`config.mk`:
```
export PLATFORM = sky130hd
export DESIGN_NAME = hhg_cfg
export DESIGN_NICKNAME = d
export VERILOG_FILES = /design/src/hdl/hhg_pkg.sv /design/src/hdl/hhg_cfg.sv
export SDC_FILE = /design/constraint.sdc
export NUM_CORES = 1
export LEC_CHECK = 0
export BUFFER_PORTS_ARGS = -buffer_cell sky130_fd_sc_hd__buf_4
export CAP_MARGIN = 20
export CORE_MARGIN = 4
export CORE_UTILIZATION = 56
export CTS_BUF_LIST = sky130_fd_sc_hd__clkbuf_8
export DETAILED_ROUTE_END_ITERATION = 8
export GPL_TIMING_DRIVEN = 0
export PLACE_DENSITY = 0.87
export SYNTH_ARGS = -nofsm -noshare
export SYNTH_HDL_FRONTEND = slang
export SYNTH_SLANG_ARGS = --single-unit
```
`constraint.sdc`:
```
create_clock -name clk -period 2.13 [get_ports clk]
set_input_delay 0.3195 -clock clk [delete_from_list [all_inputs] [get_ports clk]]
set_output_delay 0.3195 -clock clk [all_outputs]
set_load 0.005 [all_outputs]
```
`src/hdl/hhg_pkg.sv`:
```
`default_nettype none
// ----------------------------------------------------------------------------
// hhg_pkg
// Types and constants shared by the humidifier hysteresis guard modules.
// ----------------------------------------------------------------------------
package hhg_pkg;

    localparam int unsigned MS_PER_SEC = 1000;

    // floor(x / 125) = (x * RECIP_125) >> RECIP_SHIFT, exact for x < 2^28
    localparam logic [28:0] RECIP_125   = 29'd274877907;
    localparam int unsigned RECIP_SHIFT = 35;

    localparam int unsigned APB_AW = 5;

    // register indexes (byte address / 4)
    localparam logic [2:0] REG_MAX_RUN    = 3'd0;
    localparam logic [2:0] REG_HOLD       = 3'd1;
    localparam logic [2:0] REG_LOCKOUT    = 3'd2;
    localparam logic [2:0] REG_DWELL      = 3'd3;
    localparam logic [2:0] REG_ON_BELOW   = 3'd4;
    localparam logic [2:0] REG_OFF_ABOVE  = 3'd5;
    localparam logic [2:0] REG_INITIAL_ON = 3'd6;

    typedef enum logic [1:0] {
        OP_UPDATE = 2'd0,
        OP_SET    = 2'd1,
        OP_TOGGLE = 2'd2,
        OP_AUTO   = 2'd3
    } op_t;

    typedef enum logic [3:0] {
        RSN_BOOT     = 4'd0,
        RSN_DRY      = 4'd1,
        RSN_WET      = 4'd2,
        RSN_DEADBAND = 4'd3,
        RSN_DWELL    = 4'd4,
        RSN_MANUAL   = 4'd5,
        RSN_MAXRUN   = 4'd6,
        RSN_LOCKOUT  = 4'd7,
        RSN_SENSOR   = 4'd8,
        RSN_NOCODE   = 4'd9
    } reason_t;

    typedef struct packed {
        logic [19:0] run_limit_sec;
        logic [29:0] max_run_ms;
        logic [19:0] hold_sec;
        logic [29:0] hold_ms;
        logic [19:0] lock_sec;
        logic [29:0] lock_ms;
        logic [19:0] dwell_limit_sec;
        logic [29:0] dwell_ms;
        logic [9:0]  on_below;
        logic [9:0]  off_above;
        logic        initial_on;
    } cfg_t;

    typedef struct packed {
        logic    machine_on;
        logic    overriding;
        reason_t reason;
        logic    fire;
        logic    fire_level;
        logic    lockout;
    } status_t;

endpackage : hhg_pkg
`default_nettype wire

```
`src/hdl/hhg_cfg.sv`:
```
`default_nettype none
// ----------------------------------------------------------------------------
// hhg_cfg
// APB register file; also keeps each time limit pre-scaled to milliseconds.
// ----------------------------------------------------------------------------
module hhg_cfg (
    input  wire logic                      clk,
    input  wire logic                      rst_n,
    input  wire logic                      psel,
    input  wire logic                      penable,
    input  wire logic                      pwrite,
    input  wire logic [hhg_pkg::APB_AW-1:0] paddr,
    input  wire logic [31:0]               pwdata,
    output      logic [31:0]               prdata,
    output      logic                      pready,
    output      hhg_pkg::cfg_t             cfg,
    output      logic                      init_wr
);
    import hhg_pkg::*;

    cfg_t        cfg_reg;
    logic        wr_en;
    logic [2:0]  idx;
    logic [29:0] wr_ms;

    assign pready = 1'b1;
    assign wr_en  = psel && penable && pwrite && pready;
    assign idx    = paddr[APB_AW-1:2];
    assign wr_ms  = 30'(pwdata[19:0]) * 30'(MS_PER_SEC);
    assign cfg    = cfg_reg;
    assign init_wr = wr_en && (idx == REG_INITIAL_ON);

    always_ff @(posedge clk or negedge rst_n)
    begin
        if (!rst_n)
        begin
            cfg_reg.run_limit_sec   <= 20'd7200;
            cfg_reg.max_run_ms      <= 30'd7200000;
            cfg_reg.hold_sec        <= 20'd3600;
            cfg_reg.hold_ms         <= 30'd3600000;
            cfg_reg.lock_sec        <= 20'd1800;
            cfg_reg.lock_ms         <= 30'd1800000;
            cfg_reg.dwell_limit_sec <= 20'd300;
            cfg_reg.dwell_ms        <= 30'd300000;
            cfg_reg.on_below        <= 10'd450;
            cfg_reg.off_above       <= 10'd600;
            cfg_reg.initial_on      <= 1'b0;
        end
        else if (wr_en)
        begin
            case (idx)
                REG_MAX_RUN:
                begin
                    cfg_reg.run_limit_sec <= pwdata[19:0];
                    cfg_reg.max_run_ms    <= wr_ms;
                end
                REG_HOLD:
                begin
                    cfg_reg.hold_sec <= pwdata[19:0];
                    cfg_reg.hold_ms  <= wr_ms;
                end
                REG_LOCKOUT:
                begin
                    cfg_reg.lock_sec <= pwdata[19:0];
                    cfg_reg.lock_ms  <= wr_ms;
                end
                REG_DWELL:
                begin
                    cfg_reg.dwell_limit_sec <= pwdata[19:0];
                    cfg_reg.dwell_ms        <= wr_ms;
                end
                REG_ON_BELOW:   cfg_reg.on_below   <= pwdata[9:0];
                REG_OFF_ABOVE:  cfg_reg.off_above  <= pwdata[9:0];
                REG_INITIAL_ON: cfg_reg.initial_on <= pwdata[0];
                default: ;
            endcase
        end
    end

    always_comb
    begin
        case (idx)
            REG_MAX_RUN:    prdata = {12'd0, cfg_reg.run_limit_sec};
            REG_HOLD:       prdata = {12'd0, cfg_reg.hold_sec};
            REG_LOCKOUT:    prdata = {12'd0, cfg_reg.lock_sec};
            REG_DWELL:      prdata = {12'd0, cfg_reg.dwell_limit_sec};
            REG_ON_BELOW:   prdata = {22'd0, cfg_reg.on_below};
            REG_OFF_ABOVE:  prdata = {22'd0, cfg_reg.off_above};
            REG_INITIAL_ON: prdata = {31'd0, cfg_reg.initial_on};
            default:        prdata = 32'd0;
        endcase
    end

endmodule : hhg_cfg
`default_nettype wire

```
==> flow_summary.json <==
{
  "outcome": "finished, violations left",
  "tightest_slew_ps": 926,
  "relSlewSlack": 0.378,
  "drive_above_1_share": 0.453,
  "ys_types": 60,
  "io_buffer_count": 256,
  "reg2reg_depth": 2,
  "async_flop_share": 1.00,
  "wl_per_cell_um": 23.4,
  "first_pass_iters": 6,
  "finalHoldViolCount": 0,
  "antennaDiodeCount": 0,
  "insertion_delay_ps": 530,
  "hold_class": "in -> reg",
  "violations": "setup timing",
  "clock-sinks": 201,
  "drc": 0,
  "power.leakage_nw": 8.09,
  "netlist_instances": 1145,
  "min_to": "cfg[15]",
  "finalCriticalPeriod_ps": 4230,
  "cellPowerDensity_mw_per_mm2": 1600,
  "root_buffer": "clkbuf_8",
  "die_width_um": 154,
  "yosysSeqAreaShare": 0.429,
  "row_count": 53,
  "numCtsBuffers": 35,
  "layout_commonest_cell": "buf_4",
  "gp_congestion": 0.870,
  "path_max_fanout": 6,
  "worst_ep_required_time_ps": 2540,
  "clockBufferDepth": 3,
  "io_pins": 297,
  "wl_met3_um": 4070,
  "r2r_end": "cfg[213]",
  "setup_ws_ps": -2100,
  "min_from": "pwdata[4]",
  "setup_viol": 88,
  "via_per_inst": 5.97,
  "syn_area_mm2": 0.0119,
  "synth_edf_count": 0,
  "rsz0062_at_grt": "yes",
  "nets": 1687,
  "critPathArrivalTime_ps": 4640,
  "ys_seq_elements": 201,
  "hpwl_um": 28000,
  "start_kind": "primary input",
  "grt_antenna_before_repair": 0,
  "worst_clock_skew_ps": 0,
  "grt_pass1_wl_um": 63200,
  "grt_max_degree": 102,
  "hold_depth": 2,
  "routed_wl_um": 42500,
  "die_area_mm2": 0.0237,
  "cts_tree": "yes",
  "path_clk_slew_ps": 70,
  "drtIter0Drc": 883,
  "regToRegSetupSlack_ps": 1270,
  "ir_drop_mv": 1.09,
  "power_mw": 26.8,
  "syn_area_per_cell_um2": 10.4,
  "layout_common_cells": "319 x buf_4, 229 x nand2_1, 136 x dfrtp_1, 90 x inv_1, 65 x dfstp_2",
  "final_util": 0.798,
  "final.period_utilization": 1.99,
  "fmax_mhz": 236,
  "route.layer.met1.wl_um": 14600,
  "h-tree-depth": 2,
  "ys.flop_type": "dfrtp_1",
  "instances_no_fill": 1814,
  "vias": 10833,
  "grt_pass1_vias": 11431,
  "final_antenna_net_count": 0,
  "grt-ovfl-total": 0,
  "yosysTopAreaCell": "dfrtp_1",
  "critPathKind": "in -> reg",
  "core_mm2": 0.0210,
  "largest_reg_flops": 201,
  "yosys_warnings": 0,
  "grt_use_total": 0.339,
  "hold_ws_ps": 46.9,
  "r2r-start": "cfg[213]",
  "post-synth-top-area-fraction": 0.285,
  "drv_slew": 0,
  "die_y_um": 154,
  "top_layer": "met4",
  "start_util": 0.569,
  "cap_viol_max_count": 0,
  "area_growth_pct": 40.3,
  "end_kind": "flip-flop",
  "dp_cells": 1700,
  "wl_met2_um": 21200,
  "synthTopCellsByArea": "dfrtp_1 29%, dfstp_2 14%, fa_1 12%"
}
-- cell families after synthesis --
| family | synth area share |
|---|---|
| AND/OR/NAND/NOR | 0.108 |
| XOR/XNOR | 0.0174 |
| other | 0.000630 |
| AO/OA/AOI/OAI | 0.102 |
| adder cells (fa/ha/maj) | 0.181 |
| flip-flops | 0.429 |
| buffers and inverters | 0.0702 |
| multiplexers | 0.0921 |
-- what timing repair did --
| action | 4_1_cts | 5_1_grt |
|---|---|---|
| hold buffers | 1 | 0 |
| setup buffers | 40 | 16 |
| gates resized for setup | 112 | 63 |
| gates cloned | 0 | 0 |
| pin swaps | 56 | 35 |
| setup endpoints to repair | 105 | 94 |
| endpoints found under the hold margin | 64 | 0 |
-- final cells by class --
class	instances	area (um2)
multi-input cells	783	7160
flip-flops and latches	201	5110
fillers	1112	4220
repair buffers	311	2500
clock buffers	42	578
plain buffers	81	494
inverters	101	435
well taps	275	344
clock inverters	20	114
-- per-stage QoR --
stage | TNS, ps | setup slack, ps | instance area, um2
after floorplan | -142670 | -2020 | 12500
after global placement | -291520 | -2720 | 14800
after detailed placement | -228740 | -2790 | 14800
after CTS | -131450 | -1800 | 16300
after global routing | -154790 | -2160 | 16700
final | -148070 | -2100 | 16700
-- power by group --
part	switching, mW	internal, mW
clock network	1.67	1.91
registers	0.865	5.22
logic	9.06	8.09
total	11.6	15.2
-- how the worst max path moves through the flow --
stage                     startpoint        to  slack, ps
final                      pwdata[3]  cfg[137]      -2100
after global placement     pwdata[3]  cfg[150]      -2720
after CTS                  pwdata[3]  cfg[195]      -1800
after floorplan            pwdata[5]  cfg[145]      -2020
after global routing       pwdata[5]  cfg[150]      -2160
after detailed placement   pwdata[3]  cfg[150]      -2790
-- critical path, cell delays in order --
cell and delay (ps):
buf_12 90, clkinvlp_4 120, buf_6 160, fa_2 390, fa_1 560, fa_1 430
fa_1 630, inv_2 80, ha_4 270, a211o_1 320, o21ai_4 260, buf_4 170
buf_6 90, o21bai_1 80, a21oi_2 200, xnor2_2 150, mux2_2 300
-- metal layers --
layer,global-route usage,vias up
li1,-,4471
met1,0.404,5357
met2,0.570,790
met3,0.0704,215
met4,0.201,0
met5,0,-
-- cells in the mapped netlist (all sizes together), types with 2 or more instances --
cell type,instances
a21oi,37
o22ai,3
a211oi,2
o21ai,119
o221ai,4
mux2,60
a31oi,12
conb,2
a22oi,2
dfrtp,136
nor2,36
clkbuf,32
xnor2,15
a221oi,2
dfstp,65
o211ai,2
o31ai,4
mux4,11
o21bai,4
nand2b,5
ha,61
nor3,3
inv,101
nor2b,13
nand3,12
fa,70
xor2,7
a21o,2
mux2i,16
nand2,237
buf,51
and3,4
nor4,3
(Power assumes the default switching activity.)
